**config.mk**
```make
export PLATFORM = sky130hd
export DESIGN_NAME = imu_fifo_packet_parser_core
export DESIGN_NICKNAME = d
export VERILOG_FILES = /design/src/ifpp_pkg.sv /design/src/ifpp_front.sv /design/src/ifpp_queue.sv /design/src/ifpp_back.sv /design/src/imu_fifo_packet_parser_core.sv
export SDC_FILE = /design/constraint.sdc
export NUM_CORES = 1
export LEC_CHECK = 0
export BUFFER_PORTS_ARGS = -buffer_cell sky130_fd_sc_hd__buf_2
export CAP_MARGIN = 40
export CORE_ASPECT_RATIO = 0.5
export CORE_MARGIN = 2
export CORE_UTILIZATION = 57
export CTS_CLUSTER_SIZE = 25
export DETAILED_ROUTE_END_ITERATION = 10
export GPL_ROUTABILITY_DRIVEN = 0
export PLACE_DENSITY = 0.86
export RECOVER_POWER = 50
export SETUP_SLACK_MARGIN = 0.3
export SYNTH_ARGS = -nofsm -noshare
export SYNTH_HDL_FRONTEND = slang
export SYNTH_SLANG_ARGS = --single-unit
```
**constraint.sdc**
```tcl
create_clock -name clk -period 13.76 [get_ports clk]
set_input_delay 0.688 -clock clk [delete_from_list [all_inputs] [get_ports clk]]
set_output_delay 0.688 -clock clk [all_outputs]
set_load 0.02 [all_outputs]
```
**src/ifpp_pkg.sv**
```systemverilog
package ifpp_pkg;

    localparam int unsigned MAX_BURST_BYTES_DEF = 2080;
    localparam int unsigned PKT_LEN = 16;
    localparam int unsigned POS_W = 4;
    localparam int unsigned BYTE_W = 8;
    localparam int unsigned HOLD_BYTES = PKT_LEN - 2;
    localparam int unsigned QUEUE_DEPTH = 4;
    localparam int unsigned QPTR_W = $clog2(QUEUE_DEPTH);
    localparam int unsigned SAMPLE_W = 120;
    localparam int unsigned STATUS_W = 2;

    localparam int unsigned HDR_EMPTY_BIT = 7;
    localparam int unsigned HDR_ACCEL_BIT = 6;
    localparam int unsigned HDR_GYRO_BIT = 5;

    typedef enum logic [1:0] {
        OP_STORE      = 2'd0,
        OP_SAMPLE     = 2'd1,
        OP_STOP_EMPTY = 2'd2,
        OP_STOP_BAD   = 2'd3
    } op_t;

    typedef enum logic [STATUS_W-1:0] {
        ST_SAMPLE     = 2'd0,
        ST_STOP_EMPTY = 2'd1,
        ST_STOP_BAD   = 2'd2
    } status_t;

    typedef struct packed {
        op_t               op;
        logic [POS_W-1:0]  pos;
        logic [BYTE_W-1:0] data;
    } entry_t;

endpackage

```
**src/ifpp_front.sv**
```systemverilog
module ifpp_front #(
    parameter int unsigned MAX_BURST_BYTES = ifpp_pkg::MAX_BURST_BYTES_DEF
) (
    input  logic                         clk,
    input  logic                         rst_n,
    input  logic                         fire,
    input  logic [ifpp_pkg::BYTE_W-1:0]  data_byte,
    input  logic                         burst_start,
    output logic                         push,
    output ifpp_pkg::entry_t             push_entry
);

    localparam int unsigned CNT_W = $clog2(MAX_BURST_BYTES + 1);

    logic [ifpp_pkg::POS_W-1:0] pos_reg, pos_next, pos_eff;
    logic [CNT_W-1:0]           cnt_reg, cnt_next, cnt_eff;
    logic                       halted_reg, halted_next, halted_eff;

    always_comb
    begin
        pos_eff     = burst_start ? '0 : pos_reg;
        cnt_eff     = burst_start ? '0 : cnt_reg;
        halted_eff  = burst_start ? 1'b0 : halted_reg;
        pos_next    = pos_eff;
        cnt_next    = cnt_eff;
        halted_next = halted_eff;
        push        = 1'b0;
        push_entry.op   = ifpp_pkg::OP_STORE;
        push_entry.pos  = pos_eff;
        push_entry.data = data_byte;
        if (!halted_eff && (cnt_eff < CNT_W'(MAX_BURST_BYTES)))
        begin
            cnt_next = cnt_eff + CNT_W'(1);
            if (pos_eff == '0)
            begin
                if (data_byte[ifpp_pkg::HDR_EMPTY_BIT])
                begin
                    push          = 1'b1;
                    push_entry.op = ifpp_pkg::OP_STOP_EMPTY;
                    halted_next   = 1'b1;
                end
                else if (!data_byte[ifpp_pkg::HDR_ACCEL_BIT] ||
                         !data_byte[ifpp_pkg::HDR_GYRO_BIT])
                begin
                    push          = 1'b1;
                    push_entry.op = ifpp_pkg::OP_STOP_BAD;
                    halted_next   = 1'b1;
                end
                else
                begin
                    pos_next = ifpp_pkg::POS_W'(1);
                end
            end
            else if (pos_eff < ifpp_pkg::POS_W'(ifpp_pkg::PKT_LEN - 1))
            begin
                push     = 1'b1;
                pos_next = pos_eff + ifpp_pkg::POS_W'(1);
            end
            else
            begin
                push          = 1'b1;
                push_entry.op = ifpp_pkg::OP_SAMPLE;
                pos_next      = '0;
            end
        end
        push = push && fire;
    end

    always_ff @(posedge clk or negedge rst_n)
    begin
        if (!rst_n)
        begin
            pos_reg    <= '0;
            cnt_reg    <= '0;
            halted_reg <= 1'b0;
        end
        else if (fire)
        begin
            pos_reg    <= pos_next;
            cnt_reg    <= cnt_next;
            halted_reg <= halted_next;
        end
    end

endmodule

```
**src/ifpp_queue.sv**
```systemverilog
module ifpp_queue (
    input  logic              clk,
    input  logic              rst_n,
    input  logic              push,
    input  ifpp_pkg::entry_t  push_entry,
    input  logic              pop,
    output logic              full,
    output logic              head_valid,
    output ifpp_pkg::entry_t  head_entry
);

    ifpp_pkg::entry_t               slot_reg [ifpp_pkg::QUEUE_DEPTH];
    logic [ifpp_pkg::QPTR_W-1:0]    wr_ptr_reg, rd_ptr_reg;
    logic [ifpp_pkg::QPTR_W:0]      count_reg, count_next;

    assign full       = (count_reg == (ifpp_pkg::QPTR_W + 1)'(ifpp_pkg::QUEUE_DEPTH));
    assign head_valid = (count_reg != '0);
    assign head_entry = slot_reg[rd_ptr_reg];

    always_comb
    begin
        count_next = count_reg;
        if (push && !(pop && head_valid))
        begin
            count_next = count_reg + 1'b1;
        end
        else if (!push && pop && head_valid)
        begin
            count_next = count_reg - 1'b1;
        end
    end

    always_ff @(posedge clk)
    begin
        if (push)
        begin
            slot_reg[wr_ptr_reg] <= push_entry;
        end
    end

    always_ff @(posedge clk or negedge rst_n)
    begin
        if (!rst_n)
        begin
            wr_ptr_reg <= '0;
            rd_ptr_reg <= '0;
            count_reg  <= '0;
        end
        else
        begin
            count_reg <= count_next;
            if (push)
            begin
                wr_ptr_reg <= wr_ptr_reg + 1'b1;
            end
            if (pop && head_valid)
            begin
                rd_ptr_reg <= rd_ptr_reg + 1'b1;
            end
        end
    end

endmodule

```
**src/ifpp_back.sv**
```systemverilog
module ifpp_back (
    input  logic                            clk,
    input  logic                            rst_n,
    input  logic                            head_valid,
    input  ifpp_pkg::entry_t                head_entry,
    output logic                            pop,
    output logic                            out_valid,
    input  logic                            out_ready,
    output logic [ifpp_pkg::SAMPLE_W-1:0]   out_data,
    output logic [ifpp_pkg::STATUS_W-1:0]   out_status
);

    logic [ifpp_pkg::BYTE_W-1:0]   pb_reg [ifpp_pkg::HOLD_BYTES];
    logic                          out_valid_reg, out_valid_next;
    logic [ifpp_pkg::SAMPLE_W-1:0] out_data_reg, out_data_next;
    ifpp_pkg::status_t             out_status_reg, out_status_next;
    logic                          is_store, emit;
    logic [ifpp_pkg::POS_W-1:0]    wr_idx;

    assign is_store = (head_entry.op == ifpp_pkg::OP_STORE);
    assign pop      = head_valid && (is_store || !out_valid_reg || out_ready);
    assign emit     = pop && !is_store;
    assign wr_idx   = head_entry.pos - ifpp_pkg::POS_W'(1);

    always_comb
    begin
        out_data_next   = '0;
        out_status_next = ifpp_pkg::ST_SAMPLE;
        unique case (head_entry.op)
            ifpp_pkg::OP_SAMPLE:
            begin
                out_data_next = {pb_reg[13], head_entry.data, pb_reg[12],
                                 pb_reg[10], pb_reg[11], pb_reg[8], pb_reg[9],
                                 pb_reg[6], pb_reg[7], pb_reg[4], pb_reg[5],
                                 pb_reg[2], pb_reg[3], pb_reg[0], pb_reg[1]};
            end
            ifpp_pkg::OP_STOP_EMPTY: out_status_next = ifpp_pkg::ST_STOP_EMPTY;
            ifpp_pkg::OP_STOP_BAD:   out_status_next = ifpp_pkg::ST_STOP_BAD;
            default:                 out_status_next = ifpp_pkg::ST_SAMPLE;
        endcase
    end

    always_comb
    begin
        out_valid_next = out_valid_reg;
        if (emit)
        begin
            out_valid_next = 1'b1;
        end
        else if (out_ready)
        begin
            out_valid_next = 1'b0;
        end
    end

    always_ff @(posedge clk)
    begin
        if (pop && is_store)
        begin
            pb_reg[wr_idx] <= head_entry.data;
        end
        if (emit)
        begin
            out_data_reg   <= out_data_next;
            out_status_reg <= out_status_next;
        end
    end

    always_ff @(posedge clk or negedge rst_n)
    begin
        if (!rst_n)
        begin
            out_valid_reg <= 1'b0;
        end
        else
        begin
            out_valid_reg <= out_valid_next;
        end
    end

    assign out_valid  = out_valid_reg;
    assign out_data   = out_data_reg;
    assign out_status = out_status_reg;

endmodule

```
**src/imu_fifo_packet_parser_core.sv**
```systemverilog
// Channel   Dir  Handshake          Payload
// s_axis    in   s_tvalid/s_tready  s_tdata: data_byte; s_tuser: burst_start
// m_axis    out  m_tvalid/m_tready  m_tdata: sample fields; m_tuser: status
//
// One word is taken every cycle while the four-entry queue between the byte
// classifier and the packet assembler has room. With an empty queue the result that a
// word completes is written into the queue and then into the output register, where it
// holds until taken; the assembler keeps draining buffered bytes until the next result
// reaches the head of the queue. Reset is asynchronous and clears the packet position,
// burst count, halt flag, queue and output valid.
module imu_fifo_packet_parser_core #(
    parameter int unsigned MAX_BURST_BYTES = ifpp_pkg::MAX_BURST_BYTES_DEF
) (
    input  logic                            clk,
    input  logic                            rst_n,
    input  logic                            s_tvalid,
    output logic                            s_tready,
    input  logic [7:0]                      s_tdata,  // data_byte
    input  logic [0:0]                      s_tuser,  // burst_start
    output logic                            m_tvalid,
    input  logic                            m_tready,
    // accel_x, accel_y, accel_z, gyro_x, gyro_y, gyro_z, temperature, timestamp
    output logic [ifpp_pkg::SAMPLE_W-1:0]   m_tdata,
    output logic [ifpp_pkg::STATUS_W-1:0]   m_tuser   // status
);

    logic             fire, push, pop, q_full, head_valid;
    ifpp_pkg::entry_t push_entry, head_entry;

    assign s_tready = !q_full;
    assign fire     = s_tvalid && s_tready;

    ifpp_front #(
        .MAX_BURST_BYTES (MAX_BURST_BYTES)
    ) u_front (
        .clk         (clk),
        .rst_n       (rst_n),
        .fire        (fire),
        .data_byte   (s_tdata),
        .burst_start (s_tuser[0]),
        .push        (push),
        .push_entry  (push_entry)
    );

    ifpp_queue u_queue (
        .clk        (clk),
        .rst_n      (rst_n),
        .push       (push),
        .push_entry (push_entry),
        .pop        (pop),
        .full       (q_full),
        .head_valid (head_valid),
        .head_entry (head_entry)
    );

    ifpp_back u_back (
        .clk        (clk),
        .rst_n      (rst_n),
        .head_valid (head_valid),
        .head_entry (head_entry),
        .pop        (pop),
        .out_valid  (m_tvalid),
        .out_ready  (m_tready),
        .out_data   (m_tdata),
        .out_status (m_tuser)
    );

`ifndef NO_ASSERTIONS
    a_no_overflow: assert property (@(posedge clk) disable iff (!rst_n)
        push |-> !q_full)
        else $error("queue written while full");

    a_stop_zero: assert property (@(posedge clk) disable iff (!rst_n)
        (m_tvalid && (m_tuser != ifpp_pkg::ST_SAMPLE)) |-> (m_tdata == '0))
        else $error("stop result carries nonzero data");

    a_status_code: assert property (@(posedge clk) disable iff (!rst_n)
        m_tvalid |-> ((m_tuser == ifpp_pkg::ST_SAMPLE) ||
                      (m_tuser == ifpp_pkg::ST_STOP_EMPTY) ||
                      (m_tuser == ifpp_pkg::ST_STOP_BAD)))
        else $error("undefined status code");
`endif

endmodule
```
==> flow_metrics.tcl <==
set metrics [dict create \
    status "finished, violations left" \
    violations "capacitance limit, slew limit" \
    whs_endpoint "u_queue.slot_reg[2][1]" \
    grt_max_degree 121 \
    p_per_area_nw_per_um2 248 \
    final.setup.tns_ns 0 \
    syn-num-nets 655 \
    core_area_um2 19600 \
    grt_pass1_wl_um 33700 \
    rsz0062_at_grt "no" \
    firstDrtPassIters 8 \
    start_kind "flip-flop" \
    clockBufferDepth 3 \
    grtUsageMet1_pct 28.6 \
    n_fill_cell 1334 \
    required_ns 14.14 \
    ys_warn_count 0 \
    clock_skew_ns 0.0254 \
    avgRoutedWirePerCell_um 20.7 \
    fp.dieArea_um2 21500 \
    synth_seq_cells 315 \
    leakagePower_nw 4.50 \
    multi_input_comb_area_um2 2080 \
    dp.cells 1022 \
    regToRegStartpoint "u_queue.rd_ptr_reg[0]" \
    grt.busiest_layer "met2" \
    grt.met3_usage_pct 4.12 \
    slew_headroom_pct -141 \
    initial_core_util_pct 58.8 \
    num_rows 36 \
    rr_worst_depth 5 \
    synth-main-ff-cell "edfxtp_1" \
    grt_pass1_vias 5853 \
    r2r_end "u_back.out_data[79]" \
    drc 0 \
    hold_path_depth 1 \
    areaGrowthSynthToFinish_pct 14.2 \
    hold_viol 0 \
    worstSkewPairLatency_ns 0.55 \
    largest_register_ffs 120 \
    numCtsBuffers 27 \
    post-cts-setup-buffers 0 \
    dp_hpwl_um 13500 \
    finalCritPeriodShare_pct 37.9 \
    finalWirelength_um 22200 \
    fmax_mhz 192 \
    cp-end-kind "flip-flop" \
    synth_edf_count 290 \
    syn_avg_cell_area_um2 18.2 \
    vias_per_cell 5.45 \
    ys_seq_area_share_pct 80.9 \
    utilization_pct 67.1 \
    peakVddDrop_v 0.000111 \
    async_flop_share_pct 7.94 \
    worstPathMaxFanout 120 \
    cts_hold_buffers 0 \
    io_buffers 136 \
    vias 5845 \
    fin_nets 806 \
    critical_path_class "flip-flop to flip-flop" \
    clk_pin_slew_ns 0.07 \
    cts_tree "done" \
    die_w_um 205 \
    r2r_slack_ns 8.54 \
    grt_remaining_overflow 0 \
    dpl_cell_area_um2 12500 \
    antenna-diode-count 0 \
    yosys-top-cells-area "edfxtp_1 (75%), and2_1 (6.9%), dfrtp_1 (5.4%)" \
    synth_cells 634 \
    yosysMostFrequentCell "edfxtp_1" \
    drt-initial-drc-count 571 \
    drive_above_1_share_pct 6.82 \
    fin_crit_ns 5.22 \
    worstHoldStart "s_tdata[1]" \
    ys_types 46 \
    seqCellArea_um2 9330 \
    htreeDepth 1 \
    worst_pin_slew_ns 3.62 \
    slew_viol_final 121 \
    fin_area_um2 13200 \
    cp_data_arrival_time_ns 5.60 \
    netlist_top_cells_count "edfxtp_1 (290), and2_1 (128), nand2_1 (26)" \
    timing.max_cap.violations 1 \
    setup_viol 0 \
    synth.top_cell.area_share_pct 75.5 \
    stdcell_count 1072 \
    cts_sinks 315 \
    hold_ws_ns 0.443 \
    track_usage_pct 20.8 \
    post_cts_resized 0 \
    use_met2_pct 35.4 \
    die_y_um 105 \
    io-pin-count 137 \
    yosysTopAreaCell "edfxtp_1" \
    drtAntennaViolNets 0 \
    syn_area_um2 11500 \
    min_path_type "input pin to flip-flop" \
    grt_antenna_before_repair 0 \
    root_buffer "clkbuf_16" \
]
-- cell usage in the layout (no fill, tap or decap), types with 3 or more instances in the layout --
| cell type | n |
|---|---|
| a21oi_1 | 4 |
| ha_1 | 7 |
| xor2_1 | 6 |
| clkbuf_1 | 147 |
| and2_1 | 125 |
| clkbuf_16 | 27 |
| nand2_1 | 26 |
| inv_1 | 6 |
| nor2_1 | 25 |
| clkinv_1 | 4 |
| and2_0 | 3 |
| clkinv_2 | 4 |
| mux4_1 | 3 |
| mux4_2 | 11 |
| dfrtp_1 | 25 |
| a32o_1 | 3 |
| nand4_1 | 3 |
| nor2b_1 | 9 |
| nand3_1 | 5 |
| nand3b_1 | 6 |
| xnor2_1 | 5 |
| mux2i_1 | 3 |
| nor3_1 | 9 |
| o21ai_0 | 10 |
| edfxtp_1 | 290 |
-- worst max-delay path: stages, from the launching register on --
cell and delay (ns):
dfrtp_1 0.62, clkbuf_1 0.58, mux4_2 0.65, and2b_2 0.23, clkbuf_1 2.52, and2_1 0.42
-- area by class of cell --
class                   count  area share (%)
clock buffers              37            5.49
clock inverters            13           0.826
inverters                   6           0.171
multi-input cells         292            15.8
flip-flops and latches    315            70.8
well taps                 266            2.53
repair buffers            143            4.33
-- worst max-delay path by stage --
| stage | from | depth (start not counted) | endpoint |
|---|---|---|---|
| after floorplan | u_queue.rd_ptr_reg[0] | 4 | u_back.out_data[0] |
| after global placement | u_queue.rd_ptr_reg[0] | 4 | u_back.out_data[20] |
| after detailed placement | s_tuser | 11 | u_queue.count_reg[2] |
| after CTS | u_queue.rd_ptr_reg[0] | 5 | u_back.pb_reg[10][5] |
| after global routing | u_queue.rd_ptr_reg[0] | 5 | u_back.out_data[79] |
| final | u_queue.rd_ptr_reg[0] | 5 | u_back.out_data[79] |
-- kinds of logic after synthesis --
logic type | after synthesis | share of synthesized area (%)
compound gates | 30 | 1.75
xor+xnor | 12 | 1.07
fa+ha+maj | 8 | 0.932
mux | 18 | 3.19
buf+inv | 27 | 1.07
flops | 315 | 80.9
simple gates | 224 | 11.1
-- power breakdown --
| part | leakage, nW | switching [W] | internal, W |
|---|---|---|---|
| Clock | 0.401 | 0.000331 | 0.000391 |
| Combinational | 1.03 | 0.000718 | 0.000251 |
| Sequential | 3.07 | 0.000108 | 0.00147 |
-- metrics by stage --
step                setup WS, ns  total power (W)
floorplan                   3.84          0.00227
global placement           10.07          0.00255
detailed placement         10.31          0.00262
CTS                        10.41          0.00334
finish                      8.54          0.00327
global route                7.96          0.00341
-- routing by layer --
metal,vias up,wire (µm)
met4,0,333
met2,207,11300
met1,2959,9120
met5,-,0
met3,33,1440
li1,2646,-
Note: power is estimated with default switching activity, not from simulation.
